===== src/hdl/strict_priority_multi_fifo_defines.svh =====
`ifndef STRICT_PRIORITY_MULTI_FIFO_DEFINES_SVH
`define STRICT_PRIORITY_MULTI_FIFO_DEFINES_SVH

// Checked while out of reset.
`define SPMF_ASSERT(lbl, clk, rst_n, prop, msg) \
    lbl: assert property (@(posedge clk) disable iff (!rst_n) prop) else $error(msg);

// Checked at every edge, reset included.
`define SPMF_ASSERT_ALWAYS(lbl, clk, prop, msg) \
    lbl: assert property (@(posedge clk) prop) else $error(msg);

`endif


===== src/hdl/spmf_pkg.sv =====
package spmf_pkg;

    localparam int NUM_LEVELS_DEF  = 11;
    localparam int LEVEL_DEPTH_DEF = 16;

    typedef enum logic [2:0] {
        ST_ENQUEUED = 3'd0,
        ST_FULL     = 3'd1,
        ST_BAD_PRIO = 3'd2,
        ST_DEQUEUED = 3'd3,
        ST_EMPTY    = 3'd4
    } spmf_status_t;

    typedef enum logic {
        MODE_ENQ = 1'b0,
        MODE_DEQ = 1'b1
    } spmf_mode_t;

    typedef struct packed {
        logic [15:0] tag;
        logic [6:0]  age;
        logic [7:0]  sex;
    } spmf_entry_t;

    typedef struct packed {
        logic         served;
        spmf_status_t status;
        logic [3:0]   level;
    } spmf_res_t;

    typedef struct packed {
        logic we;
        logic re;
    } spmf_mem_ctl_t;

endpackage


===== src/hdl/spmf_level_ctrl.sv =====
`include "strict_priority_multi_fifo_defines.svh"

module spmf_level_ctrl import spmf_pkg::*; #(
    parameter int NUM_LEVELS  = NUM_LEVELS_DEF,
    parameter int LEVEL_DEPTH = LEVEL_DEPTH_DEF,
    localparam int ADDR_W = $clog2(NUM_LEVELS * LEVEL_DEPTH)
) (
    input  logic               clk,
    input  logic               rst_n,
    input  logic               accept,
    input  logic               mode,
    input  logic [3:0]         prio,
    output spmf_res_t          res,
    output spmf_mem_ctl_t      mem_ctl,
    output logic [ADDR_W-1:0]  mem_addr
);

    localparam int LVL_W  = $clog2(NUM_LEVELS);
    localparam int SLOT_W = $clog2(LEVEL_DEPTH);
    localparam int CNT_W  = $clog2(LEVEL_DEPTH + 1);
    localparam int SUM_W  = SLOT_W + 1;

    logic [SLOT_W-1:0]   head_reg   [NUM_LEVELS];
    logic [SLOT_W-1:0]   head_next  [NUM_LEVELS];
    logic [CNT_W-1:0]    count_reg  [NUM_LEVELS];
    logic [CNT_W-1:0]    count_next [NUM_LEVELS];

    logic [NUM_LEVELS-1:0] nonempty;
    logic [LVL_W-1:0]      sel;
    logic                  any;
    logic                  bad;
    logic                  full;
    logic [LVL_W-1:0]      tgt;
    logic [SLOT_W-1:0]     cur_head;
    logic [CNT_W-1:0]      cur_cnt;
    logic [SUM_W-1:0]      tail_sum;
    logic [SUM_W-1:0]      head_sum;
    logic [SLOT_W-1:0]     tail;
    logic [SLOT_W-1:0]     head_inc;
    logic                  do_enq;
    logic                  do_deq;
    spmf_status_t          st;

    // Lowest-numbered non-empty level.
    always_comb
    begin
        sel = '0;
        for (int l = NUM_LEVELS - 1; l >= 0; l--)
        begin
            nonempty[l] = (count_reg[l] != '0);
            if (count_reg[l] != '0)
            begin
                sel = LVL_W'(l);
            end
        end
        any = (count_reg[sel] != '0);
    end

    assign bad = (32'(prio) >= NUM_LEVELS);

    always_comb
    begin
        if (mode == MODE_DEQ)
        begin
            tgt = sel;
        end
        else if (bad)
        begin
            tgt = '0;
        end
        else
        begin
            tgt = LVL_W'(prio);
        end
    end

    assign cur_head = head_reg[tgt];
    assign cur_cnt  = count_reg[tgt];
    assign full     = (cur_cnt == CNT_W'(LEVEL_DEPTH));

    assign tail_sum = SUM_W'(cur_head) + SUM_W'(cur_cnt);
    assign head_sum = SUM_W'(cur_head) + SUM_W'(1);
    assign tail     = (tail_sum >= SUM_W'(LEVEL_DEPTH))
                      ? SLOT_W'(tail_sum - SUM_W'(LEVEL_DEPTH)) : SLOT_W'(tail_sum);
    assign head_inc = (head_sum >= SUM_W'(LEVEL_DEPTH))
                      ? SLOT_W'(head_sum - SUM_W'(LEVEL_DEPTH)) : SLOT_W'(head_sum);

    always_comb
    begin
        if (mode == MODE_DEQ)
        begin
            st = any ? ST_DEQUEUED : ST_EMPTY;
        end
        else if (bad)
        begin
            st = ST_BAD_PRIO;
        end
        else if (full)
        begin
            st = ST_FULL;
        end
        else
        begin
            st = ST_ENQUEUED;
        end
    end

    assign do_enq = accept && (st == ST_ENQUEUED);
    assign do_deq = accept && (st == ST_DEQUEUED);

    assign mem_addr = ADDR_W'(tgt) * ADDR_W'(LEVEL_DEPTH)
                      + ADDR_W'((mode == MODE_DEQ) ? cur_head : tail);
    assign mem_ctl.we = do_enq;
    assign mem_ctl.re = do_deq;

    assign res.served = (st == ST_DEQUEUED);
    assign res.status = st;
    assign res.level  = (st == ST_DEQUEUED) ? 4'(sel) : 4'd0;

    always_comb
    begin
        head_next  = head_reg;
        count_next = count_reg;
        if (do_enq)
        begin
            count_next[tgt] = cur_cnt + CNT_W'(1);
        end
        if (do_deq)
        begin
            count_next[tgt] = cur_cnt - CNT_W'(1);
            head_next[tgt]  = head_inc;
        end
    end

    always_ff @(posedge clk or negedge rst_n)
    begin
        if (!rst_n)
        begin
            for (int l = 0; l < NUM_LEVELS; l++)
            begin
                head_reg[l]  <= '0;
                count_reg[l] <= '0;
            end
        end
        else
        begin
            head_reg  <= head_next;
            count_reg <= count_next;
        end
    end

    for (genvar g = 0; g < NUM_LEVELS; g++)
    begin : g_chk
        `SPMF_ASSERT(a_cnt_bound, clk, rst_n,
            count_reg[g] <= CNT_W'(LEVEL_DEPTH), "level count above depth")
    end

    `SPMF_ASSERT(a_deq_lowest, clk, rst_n,
        (do_deq |-> (nonempty & ~({NUM_LEVELS{1'b1}} << sel)) == '0),
        "dequeue skipped a more urgent level")

    `SPMF_ASSERT(a_enq_count, clk, rst_n,
        (do_enq |=> count_reg[$past(tgt)] == CNT_W'($past(cur_cnt) + CNT_W'(1))),
        "enqueue did not grow its level")

endmodule


===== config.mk =====
export PLATFORM = sky130hd
export DESIGN_NAME = spmf_level_ctrl
export DESIGN_NICKNAME = d
export VERILOG_FILES = /design/src/hdl/spmf_pkg.sv /design/src/hdl/spmf_level_ctrl.sv
export VERILOG_INCLUDE_DIRS = /design/src /design/src/hdl
export SDC_FILE = /design/constraint.sdc
export NUM_CORES = 1
export LEC_CHECK = 0
export BUFFER_PORTS_ARGS = -buffer_cell sky130_fd_sc_hd__buf_2
export CAP_MARGIN = 5
export CORE_ASPECT_RATIO = 1.5
export CORE_MARGIN = 1
export CORE_UTILIZATION = 55
export DETAILED_ROUTE_END_ITERATION = 8
export GPL_TIMING_DRIVEN = 0
export MAX_ROUTING_LAYER = met4
export PLACE_DENSITY = 0.72
export SLEW_MARGIN = 0
export SYNTH_ARGS = -nofsm -noshare
export SYNTH_HDL_FRONTEND = slang
export SYNTH_SLANG_ARGS = --single-unit

===== constraint.sdc =====
create_clock -name clk -period 11.79 [get_ports clk]
set_input_delay 2.358 -clock clk [delete_from_list [all_inputs] [get_ports clk]]
set_output_delay 2.358 -clock clk [all_outputs]
set_load 0.05 [all_outputs]

* Word-level counts from Yosys, hierarchy flattened
Cells that the tools add are included.
Word-level totals: memory bits (read-only) 0, word-level logic and storage cells 94, register bits 99, output and inout bits 18, bits in latches 0, memory bits (writable) 0, memories kept 0, input bits 8
Cells by class: $mul 0, muxes and demuxes 39, equality and inequality tests 2, bitwise logic cells 2, reduce and logical (&&, ||, !) cells 16, order comparisons 6, add/subtract/negate cells 7, shift operators 0, divide/modulo/power cells 0
Operators with widths (number):
- $bwmux W55 | 2
- $mux W55 | 2
- $mux W4 | 20
- $reduce_bool A5 Y1 | 12
- $bwmux W44 | 1
- $bmux W5 S4 | 2
- $mux W5 | 5
- $demux W5 S4 | 1
- $ge A5 B5 Y1 const B | 4
- $bmux W4 S4 | 1
- $demux W4 S4 | 1
- $not A4 Y5 | 2
- $add A8 B4 Y8 | 1
- $sub A4 B1 Y4 const B | 2
- $mux W3 | 2
- $add A4 B1 Y5 const B | 1
- $add A4 B5 Y5 | 1
- $add A5 B1 Y5 const B | 1
- $eq A5 B5 Y1 const B | 1
- $lt A5 B1 Y1 const B | 1
- $sub A5 B1 Y5 const B | 1
- $ge A4 B4 Y1 const B | 1
- $eq A3 B2 Y1 const B | 1
- $logic_and A1 B1 Y1 | 3
- other kinds (3) | 3

* Depth between registers and ports, before layout
word-level depth 26, depth in mapped cells 20, depth with buffers taken out 16

* Worst setup path after synthesis
Ideal clock, no wire load.
path kind input to output, from input port mode, to output port mem_addr[2], required time 9432 ps, stages on the path 13, data arrival time 6735 ps, path slack 2697 ps, buffers on the path 2, cell sequence and4b_1 -> nand4_1 -> nor3_1 -> nor2_1 -> inv_1 -> buf_2 -> o21ai_0 -> o221ai_2 -> clkbuf_1 -> ha_1 -> fa_1 -> xnor2_1 -> o21ai_0
Between the ends: longest elaborated chain between the ends 10, elaborated cells on any way between the ends 14, classes of those cells add/sub (3); order compare (1); mux (9); bitwise (1)
RTL lines:
- start, declared | RTL line spmf_level_ctrl.sv:11 | input logic mode,
- $mux W4 | RTL line spmf_level_ctrl.sv:63 | if (mode == MODE_DEQ)
- $not A4 Y5 (not written as such) | RTL line spmf_level_ctrl.sv:77, spmf_level_ctrl.sv:78
- $bmux W4 S4 or $bmux W5 S4 (tied branches) | RTL line spmf_level_ctrl.sv:77, spmf_level_ctrl.sv:78
- $mux W4 (not written as such) or $mux W5 (tied branches) (2 in a row) | RTL line spmf_level_ctrl.sv:77, spmf_level_ctrl.sv:78
- $add A4 B5 Y5 | RTL line spmf_level_ctrl.sv:81 | assign tail_sum = SUM_W'(cur_head) + SUM_W'(cur_cnt);
- $sub A4 B1 Y4 or $ge A5 B5 Y1 (tied branches) | RTL line spmf_level_ctrl.sv:84, spmf_level_ctrl.sv:83
- $mux W4 | RTL line spmf_level_ctrl.sv:84 | ? SLOT_W'(tail_sum - SUM_W'(LEVEL_DEPTH)) : SLOT_W'(tail_sum);
- $mux W4 (*) | RTL line spmf_level_ctrl.sv:112 | + ADDR_W'((mode == MODE_DEQ) ? cur_head : tail);
- $add A8 B4 Y8 (*) | RTL line spmf_level_ctrl.sv:112
- end, declared | RTL line spmf_level_ctrl.sv:15 | output logic [ADDR_W-1:0] mem_addr
Mark *: on every way between the ends. The rest lies on a longest branch, timed or not. The select of a mux whose other input is x is not followed.

* Final worst setup path
from input port prio[1], to output port mem_addr[3]
Between the ends: longest elaborated chain between the ends 12, elaborated cells on any way between the ends 16, classes of those cells add/sub (3); order compare (2); mux (10); bitwise (1)
RTL lines:
- start, declared | RTL line spmf_level_ctrl.sv:12 | input logic [3:0] prio,
- $ge A4 B4 Y1 | RTL line spmf_level_ctrl.sv:59 | assign bad = (32'(prio) >= NUM_LEVELS);
- $mux W4 (*) | RTL line spmf_level_ctrl.sv:67 | else if (bad)
- $mux W4 (*) | RTL line spmf_level_ctrl.sv:63
- $not A4 Y5 (not written as such) (*) | RTL line spmf_level_ctrl.sv:77, spmf_level_ctrl.sv:78
- $bmux W4 S4 or $bmux W5 S4 (tied branches) | RTL line spmf_level_ctrl.sv:77, spmf_level_ctrl.sv:78
- $mux W4 (not written as such) or $mux W5 (tied branches) (2 in a row) | RTL line spmf_level_ctrl.sv:77, spmf_level_ctrl.sv:78
- $add A4 B5 Y5 | RTL line spmf_level_ctrl.sv:81
- $sub A4 B1 Y4 or $ge A5 B5 Y1 (tied branches) | RTL line spmf_level_ctrl.sv:84, spmf_level_ctrl.sv:83
- $mux W4 | RTL line spmf_level_ctrl.sv:84
- $mux W4 (*) | RTL line spmf_level_ctrl.sv:112
- $add A8 B4 Y8 (*) | RTL line spmf_level_ctrl.sv:112
Marks and branches as above.

==> flow_metrics.py <==
metrics = {
    "clocking": {
        "clk_path_buf_depth": 2,
        "clock-sinks": 99,
        "cts_buffers": 9,
        "cts_tree": "done",
        "clk_pin_slew_ns": 0.08,
        "cts.root.buffer_cell": "clkbuf_16",
        "cts_setup_buffers": 0,
        "htree_levels": 3,
        "insertion_delay_ns": 0.36,
        "holdBufCountCts": 0,
        "cts_resized": 0,
    },
    "worst_setup_path": {
        "cp_common_cell": "buf_2",
        "arrival_ns": 6.77,
        "critPathRequiredTime_ns": 9.43,
        "critPathMaxStageDelay_ns": 0.30,
        "worst-path-buf-inv": 8,
        "worstReg2RegStart": "count_reg[31]$_DFF_PN0_",
        "r2r_cells": 16,
        "worst-path-max-fanout": 11,
        "worstSetupEndpointType": "primary output",
        "worstPathCellList": "buf_2 > a21o_1 > a21oi_1 > and2_1 > nor3_1 > a21o_1 > buf_2 > inv_2 > buf_4 > buf_4 > buf_2 > a21oi_1 > o21ai_0 > o221ai_2 > clkbuf_1 > ha_1 > a21o_1 > a21oi_1 > xnor2_1 > nor2_1 > xor2_1 > buf_2",
        "r2r-end": "count_reg[14]$_DFF_PN0_",
        "critPathSlowestCell": "clkbuf_1",
        "crit_path_start": "prio[1]",
        "r2r_slack_ns": 6.06,
        "crit_path_start_kind": "primary input",
        "crit_type": "primary input to primary output",
        "crit_family": "buffers and inverters",
    },
    "finish": {
        "layout-drive-gt1-share_pct": 14.4,
        "layout.nets": 803,
        "num-fill-cells": 1033,
        "layoutNonFillerInstCount": 942,
        "fin_area_sq_um": 7110,
        "area_growth_pct": 9.82,
        "n_antenna_cell": 0,
        "largest_reg_flops": 55,
    },
    "yosys": {
        "syn_inst": 750,
        "ys_seq_area_share_pct": 38.3,
        "synth_nets": 766,
        "synth-edff-count": 0,
        "yosysWarnings": 0,
        "ys.flop_type": "dfrtp_1",
        "ys_ff_latch": 99,
        "ys_types": 79,
        "synth.avg_cell_area_sq_um": 8.63,
        "syn_area_sq_um": 6470,
        "synthArstFlopShare_pct": 100,
    },
    "global_route": {
        "antenna_found_initial": 0,
        "grt_pass1_wl_um": 35100,
        "overflow": 0,
        "grt_pass1_vias": 6096,
        "grt.total_usage_pct": 40.3,
        "grt_max_degree": 72,
    },
    "timing": {
        "period_minus_slack_ns": 9.13,
        "tightest_slew_ns": 1.04,
        "slew_viol_final": 0,
        "fmax_mhz": 110,
        "fin_worst_skew_ns": 0.0106,
        "grt_setup_unrepaired": "false",
        "fin_tns_setup_ns": 0,
        "hold_violations": 0,
        "relSlewSlack_pct": 30.2,
        "fin_crit_sh_pct": 77.5,
        "finalSetupViolCount": 0,
    },
    "floorplanning": {
        "ios": 26,
        "die_x_um": 90.6,
        "rows": 48,
        "die_area_sq_um": 12200,
        "start_util_pct": 56.4,
        "die-height_um": 135,
        "core_area_sq_um": 11500,
    },
    "routing": {
        "first_pass_iters": 6,
        "wl_um": 23200,
        "drc": 0,
        "drtIter0Drc": 661,
        "drtAntennaViolNets": 0,
        "detail_route.wl_per_cell_um": 24.7,
        "dr_total_vias": 6261,
        "viasPerCell": 6.65,
    },
    "worst_hold_path": {
        "min_to": "head_reg[21]$_DFFE_PN0P_",
        "hp-class": "register to register",
        "hold_depth": 2,
        "min_from": "head_reg[21]$_DFFE_PN0P_",
    },
    "power_and_ir_drop": {
        "leakagePower_nw": 3.11,
        "max-vdd-ir-drop_mv": 0.271,
        "power_density_nw_per_um2": 248,
    },
    "placed_design": {
        "port_buffers": 25,
        "dp_hpwl_um": 17300,
        "place_congestion": 1.05,
        "placedInstanceArea_sq_um": 6810,
        "dp_cells": 926,
    },
    "run": {
        "max_cap_viol_count": 0,
    },
    "status": {
        "status": "finished clean",
    },
}
==> layout by cell type, fill, tap and decap left out, types with 13 or more instances in the layout <==
master and n:
nor2_1 60, a21oi_1 34, buf_2 36, o21ai_0 50, o21ai_1 18, clkbuf_1 13
dfrtp_1 99, nand3_1 25, mux2i_1 41, nand2_1 165, inv_1 15
==> Yosys cell counts, types with 4 or more instances <==
| cell type | number | area [sq um] |
|---|---|---|
| nand2_1 | 165 | 619 |
| or4_1 | 8 | 60.1 |
| a31o_2 | 4 | 35.0 |
| nor3_1 | 8 | 40.0 |
| a211o_1 | 4 | 35.0 |
| nand3_1 | 25 | 125 |
| buf_2 | 12 | 60.1 |
| mux2_2 | 6 | 67.6 |
| xor2_1 | 4 | 35.0 |
| inv_1 | 15 | 56.3 |
| mux2i_1 | 41 | 410 |
| clkbuf_1 | 13 | 48.8 |
| o21ai_0 | 50 | 250 |
| and3_1 | 5 | 31.3 |
| nand4_1 | 9 | 56.3 |
| a21oi_1 | 34 | 170 |
| a311oi_1 | 5 | 43.8 |
| o21a_1 | 5 | 37.5 |
| nand2b_1 | 5 | 31.3 |
| o211ai_1 | 5 | 37.5 |
| a211oi_4 | 4 | 80.1 |
| o21ai_1 | 18 | 90.1 |
| nor4_1 | 6 | 37.5 |
| nor2_1 | 60 | 225 |
| ha_1 | 7 | 87.6 |
| o21ai_4 | 4 | 65.1 |
| and2_1 | 7 | 43.8 |
| a22oi_1 | 7 | 52.6 |
| a31oi_1 | 11 | 68.8 |
| dfrtp_1 | 99 | 2480 |
| a211oi_1 | 9 | 67.6 |
| buf_4 | 5 | 37.5 |
| a22oi_2 | 4 | 50.1 |
| xnor2_1 | 6 | 52.6 |
| a21o_1 | 7 | 52.6 |
| o31a_1 | 6 | 52.6 |
==> routing by layer <==
| metal | share of wire [%] | global-route usage, % |
|---|---|---|
| met3 | 6.6 | 5.69 |
| met1 | 37 | 45.3 |
| met4 | 6.9 | 28.5 |
| met2 | 49 | 65.9 |
| met5 | 0 | - |
==> how the worst max path moves through the flow <==
stage / to / cells past startpoint
6_report: mem_addr[3] / 22
5_1_grt: mem_addr[3] / 22
4_1_cts: mem_addr[3] / 22
3_5_place_dp: mem_addr[3] / 22
3_3_place_gp: mem_addr[3] / 22
2_1_floorplan: mem_addr[2] / 13
==> power breakdown <==
part | switching [mW] | internal, mW
sequential | 0.122 | 0.467
clock | 0.147 | 0.149
combinational | 0.604 | 0.276
==> through the flow <==
stage	hold WS, ns	total power [mW]	util [%]	setup WS, ns
floorplan	0.442	1.14	-	2.70
global placement	0.458	1.42	59.1	2.71
detailed placement	0.463	1.44	59.4	2.71
CTS	0.481	1.74	62.0	2.70
global route	0.499	1.84	62.0	2.42
finish	0.480	1.77	62.0	2.66
==> area by class of cell <==
type / instances / area [sq um] / area share [%]
Sequential cell: 99 / 2480 / 34.9
Tap cell: 150 / 188 / 2.64
Clock inverter: 7 / 67.6 / 0.951
Clock buffer: 9 / 225 / 3.17
Multi-Input combinational cell: 598 / 3740 / 52.6
Inverter: 19 / 73.8 / 1.04
Timing Repair Buffer: 26 / 155 / 2.18
Buffer: 34 / 184 / 2.59
==> worst register-to-register path, cell delays in order (launching register included) <==
cell and delay [ns]:
dfrtp_1 0.43, or4_4 0.56, nor4b_1 0.84, nand2_1 0.16
nand3_1 0.13, inv_1 0.07, nor2_2 0.35, clkinv_1 0.43
a21oi_1 0.37, o21a_2 0.43, inv_2 0.24, ha_1 0.29
nor4b_1 0.16, xnor2_1 0.33, clkbuf_1 0.64, nand2_1 0.11
o21ai_1 0.12
==> cell families (layout without fill, tap and decap cells) <==
logic type | count (synthesis) | after routing | share of synthesized area [%]
flip-flops | 99 | 99 | 38.3
XOR/XNOR | 10 | 10 | 1.35
adder cells (fa/ha/maj) | 8 | 8 | 1.66
AO/OA/AOI/OAI | 214 | 214 | 24.7
AND/OR/NAND/NOR | 319 | 319 | 22.7
multiplexers | 47 | 47 | 7.39
buffers and inverters | 53 | 95 | 3.98
No activity file was read; power rests on OpenSTA's default activity.
